<file path="src/sv/gdda_pkg.sv">
// Shared constants, types and helpers for the grid ray DDA traversal block.
// No dependencies.
package gdda_pkg;

  localparam int MapDim    = 64;
  localparam int FracBits  = 8;
  localparam int AddrW     = $clog2(MapDim);
  localparam int MapDepth  = MapDim * MapDim;
  localparam int MapAw     = 2 * AddrW;
  localparam int DistW     = 16 + FracBits;
  localparam int CellW     = 11;
  localparam int StartW    = AddrW + FracBits;
  localparam int QuotW     = 14 + FracBits + 1;

  localparam logic [DistW-1:0] DistMax = {DistW{1'b1}};

  localparam logic [1:0] CfgGridW = 2'd0;
  localparam logic [1:0] CfgGridH = 2'd1;
  localparam logic [1:0] CfgFar   = 2'd2;

  localparam logic ReqWrite = 1'b0;
  localparam logic ReqCast  = 1'b1;

  typedef enum logic [2:0] {
    CmdNone, CmdLoad, CmdDivStep, CmdSideMul, CmdWalk, CmdRead, CmdClear
  } gdda_cmd_e;

  typedef struct packed {
    gdda_cmd_e   op;
    logic        axis;
  } gdda_cmd_t;

  typedef struct packed {
    logic div_done;
    logic stop;
    logic clr_done;
  } gdda_sts_t;

  // Saturate a wide value to the distance width
  function automatic logic [DistW-1:0] sat_dist(input logic [2*DistW-1:0] v);
    if (v > {{DistW{1'b0}}, DistMax}) sat_dist = DistMax;
    else sat_dist = v[DistW-1:0];
  endfunction

endpackage

</file>
<file path="src/sv/gdda_ctrl.sv">
// Sequencer for the ray caster: map clear, setup divides, first crossings, then walk.
// Depends on gdda_pkg.
module gdda_ctrl (
  input  logic                clk_i,
  input  logic                rst_ni,
  input  logic                in_valid_i,
  input  logic                in_is_cast_i,
  output logic                in_ready_o,
  output logic                out_valid_o,
  input  logic                out_ready_i,
  output gdda_pkg::gdda_cmd_t cmd_o,
  input  gdda_pkg::gdda_sts_t sts_i
);
  import gdda_pkg::*;

  typedef enum logic [2:0] {
    StClear, StIdle, StDivX, StDivY, StMul, StRead, StWalk, StDone
  } state_e;

  state_e state_q, state_d;
  logic   axis_q, axis_d;
  logic   out_valid_q, out_valid_d;

  assign in_ready_o  = (state_q == StIdle) && !out_valid_q;
  assign out_valid_o = out_valid_q;

  // Next state and datapath command
  always_comb begin
    state_d     = state_q;
    axis_d      = axis_q;
    out_valid_d = out_valid_q && !out_ready_i;
    cmd_o.op    = CmdNone;
    cmd_o.axis  = axis_q;
    case (state_q)
      StClear: begin
        // wall map cleared one cell per cycle after reset
        cmd_o.op = CmdClear;
        if (sts_i.clr_done) state_d = StIdle;
      end
      StIdle: begin
        if (in_valid_i && in_ready_o) begin
          cmd_o.op = CmdLoad;
          if (in_is_cast_i) state_d = StDivX;
        end
      end
      StDivX: begin
        cmd_o.op   = CmdDivStep;
        cmd_o.axis = 1'b0;
        if (sts_i.div_done) state_d = StDivY;
      end
      StDivY: begin
        cmd_o.op   = CmdDivStep;
        cmd_o.axis = 1'b1;
        if (sts_i.div_done) begin
          state_d = StMul;
          axis_d  = 1'b0;
        end
      end
      StMul: begin
        cmd_o.op   = CmdSideMul;
        cmd_o.axis = axis_q;
        axis_d     = 1'b1;
        if (axis_q) state_d = StRead;
      end
      StRead: begin
        // stop check on the hit flag and the current distance
        if (sts_i.stop) begin
          state_d     = StDone;
        end else begin
          cmd_o.op = CmdWalk;
          state_d  = StWalk;
        end
      end
      StWalk: begin
        // registered map bit taken into the hit flag; result checked next cycle
        cmd_o.op = CmdRead;
        state_d  = StRead;
      end
      StDone: begin
        if (!out_valid_q) begin
          out_valid_d = 1'b1;
          state_d     = StIdle;
        end
      end
      default: state_d = StIdle;
    endcase
  end

  always_ff @(posedge clk_i or negedge rst_ni) begin
    if (!rst_ni) begin
      state_q     <= StClear;
      axis_q      <= 1'b0;
      out_valid_q <= 1'b0;
    end else begin
      state_q     <= state_d;
      axis_q      <= axis_d;
      out_valid_q <= out_valid_d;
    end
  end
endmodule

</file>
<file path="config.mk">
export PLATFORM = sky130hd
export DESIGN_NAME = gdda_ctrl
export DESIGN_NICKNAME = d
export VERILOG_FILES = /design/src/sv/gdda_pkg.sv /design/src/sv/gdda_ctrl.sv
export SDC_FILE = /design/constraint.sdc
export NUM_CORES = 1
export LEC_CHECK = 0
export BUFFER_PORTS_ARGS = -buffer_cell sky130_fd_sc_hd__buf_2
export CAP_MARGIN = 30
export CORE_AREA = 2 2 39 41
export DETAILED_ROUTE_END_ITERATION = 12
export DIE_AREA = 0 0 41 43
export PLACE_DENSITY_LB_ADDON = 0.08
export SLEW_MARGIN = 20
export SYNTH_ARGS = -nofsm -noshare
export SYNTH_HDL_FRONTEND = slang
export SYNTH_SLANG_ARGS = --single-unit
export TNS_END_PERCENT = 20
</file>
<file path="constraint.sdc">
create_clock -name clk_i -period 1 [get_ports clk_i]
set_input_delay 0.05 -clock clk_i [delete_from_list [all_inputs] [get_ports clk_i]]
set_output_delay 0.05 -clock clk_i [all_outputs]
set_load 0.02 [all_outputs]
</file>
==> results.md <==
* Synthesized cell area at 372.9 µm²
* Hold WS at 0.1472 ns
* Vias/cell at 4.811
* Maxcap violations at 0
* Number of global-route vias before repair at 401
* Post-route setup slack at -0.3679 ns
* Slew headroom at 82.44%
* Flop2flop setup slack at -0.21 ns
* Outcome: finished, violations left
* HPWL after DPL at 751.1 µm
* Core Util, Final at 56.51%
* Initial Utilization at 26.94%
* Largest family of logic cells by synthesized area: simple AND/OR/NAND/NOR gates
* Sequential share of the synthesized area at 33.56%
* CTS tree: done
* Worst slew pin tran at 0.2629 ns
* Pin count of the biggest net entering global routing at 12
* Synth Area in Compound Gates at 21.14%
* Fin crit share at 136.8%
* Minimum clock period at 1.368 ns
* Synthesized net count at 51
* XOR/XNOR Fraction of Synth Area at 0%
* Worst r2r dst: state_q[0]
* # fillers at 138
* Rows at 14
* First-pass GRT wire length at 1656 µm
* Placer Congestion at 0.6778
* Vias at 457
* Layout cells sized above 1 at 69.62%
* Drt total wl at 1154 µm
* Simple-gate share of the synthesized area at 30.54%
* Layout Area Growth over Synthesis at 109.7%
* CP startpoint kind: flop
* Clk slew on worst S/H paths at 0.05 ns
* Mux contribution to synthesized area at 8.389%
* Critical R2R Launch: state_q[0]
* Register-to-Register Path Depth at 4
* Post-synth top flop: dfrtp_1
* Hold Path Class: input pin to async pin
* Total core area at 0.001384 mm²
* Die area at 0.001763 mm²
* Initial DRC count at 3
* CTS Buffer Depth at 2
* Placed cell count at 82
* Total clock sinks at 5
* Io pins at 14
* Final Net Count at 88
* Initial antenna violation count at 0
* FF+latch count, synth at 5
* Ys Warns at 0
* Number of buffers added on ports at 13
* Non-filler cells, final at 95
* Post-synth EDFFs at 0
* Synth Instances at 43
* Chip Height at 43 µm
* PwrDens at 3612 mW/mm²
* Synth async-reset ratio at 100.0%
* Final hold violations at 0
* Total gr overflow at 0
* Skew-Pair Late Insertion Delay at 0.24 ns
* Setup-failing EPs final at 9
* Worst Path Max Fanout at 3
* Unrepaired setup endpoints after global routing: true
* DRC at 0
* Die Span X at 41 µm
* H-tree depth at 1
* Clock skew at 0.005074 ns
* Static leakage at 0.3593 nW
* Syn_area_per_cell at 8.671 µm²
* WP data arrival at 1.32 ns
* ANT nets after route at 0
* DRT Pass-1 Iters at 4
* Final slew viol count at 0
* Unique cell type count in the Yosys netlist at 23
* Setup crit end kind: primary output
* Max Freq at 0.7310 GHz
* Violated checks: setup timing
* # diodes at 0
* Worst Setup Path Type: flop to primary output
* Max VDD drop at 0.001681 V
* Area share of fa/ha/maj cells after synthesis at 0%
* Req. time, crit path at 0.95 ns
* Root buf cell: clkbuf_4
* Num CTS Buffers at 3
* All-Layer GR Usage at 14.44%
* WL/cell at 12.15 µm
worst max-delay path, cell delays in order, from the launching register on:
cell      delay (ns)
dfrtp_1         0.40
buf_6           0.14
nor4bb_4        0.24
nand2_1         0.09
o21ai_2         0.07
buf_6           0.13
Yosys cell counts, types with 2 or more instances:
cell type  n  area share, %
a211oi_1   2            4.0
a21oi_1    4            5.4
buf_4      2            4.0
dfrtp_1    5             34
mux2i_1    2            5.4
nand2_1    3            3.0
nand2b_1   2            3.4
nand3_1    2            2.7
nor2_1     4            4.0
nor2b_1    3            5.0
o21ai_1    2            2.7
power by group:
| group | switching [mW] | internal (mW) |
|---|---|---|
| clock network | 0.0839 | 0.151 |
| registers | 0.134 | 0.310 |
| logic | 0.945 | 1.20 |
| total | 1.16 | 1.66 |
logic make-up (layout without fill, tap and decap cells):
group                  after synthesis  count (layout)
AOI/OAI and AO/OA                   12              12
muxes                                3               3
buffers and inverters                4              40
DFF                                  5               5
and+or+nand+nor                     19              19
area by class of cell:
type,count,area (µm²),area share [%]
Sequential cell,5,128.9,16.48
Inverter,1,3.754,0.4800
Multi-Input combinational cell,34,317.8,40.64
Timing Repair Buffer,35,285.3,36.48
Tap cell,16,20.02,2.560
Clock buffer,4,26.28,3.360
timing repair:
action	in CTS	in global routing
pin swaps	5	6
endpoints found under the hold margin	6	0
hold buffers	2	0
buffers inserted	4	3
gates resized for setup	15	18
setup endpoints to repair	10	10
layer usage:
| metal | vias up | GRT usage [%] | wire, µm |
|---|---|---|---|
| met4 | 0 | 10.00 | 0 |
| met2 | 8 | 20.63 | 605 |
| li1 | 232 | - | - |
| met5 | - | 0 | 0 |
| met3 | 0 | 3.141 | 28 |
| met1 | 217 | 18.36 | 521 |
how the worst max path moves through the flow:
stage	from	to	slack (ns)
6_report	state_q[1]	cmd_o[1]	-0.37
5_1_grt	state_q[1]	cmd_o[1]	-0.46
4_1_cts	state_q[1]	cmd_o[1]	-0.40
3_5_place_dp	state_q[1]	cmd_o[1]	-0.19
3_3_place_gp	state_q[0]	cmd_o[3]	-0.17
2_1_floorplan	state_q[1]	cmd_o[3]	-0.07
state kept, by name, summed over array words and instances, names as in the netlist:
signal	count
axis_q	1
out_valid_o	1
state_q	3
placed cells by master (no fill, tap or decap), drive strengths merged:
cell and count:
a2111oi 1, a211oi 3, a21oi 4, and3b 1, buf 33, clkbuf 4, dfrtp 5, dlygate4sd3 2
inv 1, mux2 1, mux2i 2, nand2 3, nand2b 2, nand3 2, nand4bb 1, nor2 4
nor2b 3, nor3b 1, nor4b 1, nor4bb 1, o21ai 3, o31ai 1
metrics by stage:
stage          setup slack (ns)  total power [mW]  instance area, µm²  setup TNS (ns)
2_1_floorplan          -0.06728             1.343               404.1         -0.2172
3_3_place_gp            -0.1737             1.892               564.3          -1.126
3_5_place_dp            -0.1937             1.887               564.3          -1.081
4_1_cts                 -0.4022             2.472               693.2          -2.294
5_1_grt                 -0.4639             3.024               782.0          -2.677
6_report                -0.3679             2.824               782.0          -2.214
Note: power is estimated with default switching activity, not from simulation.
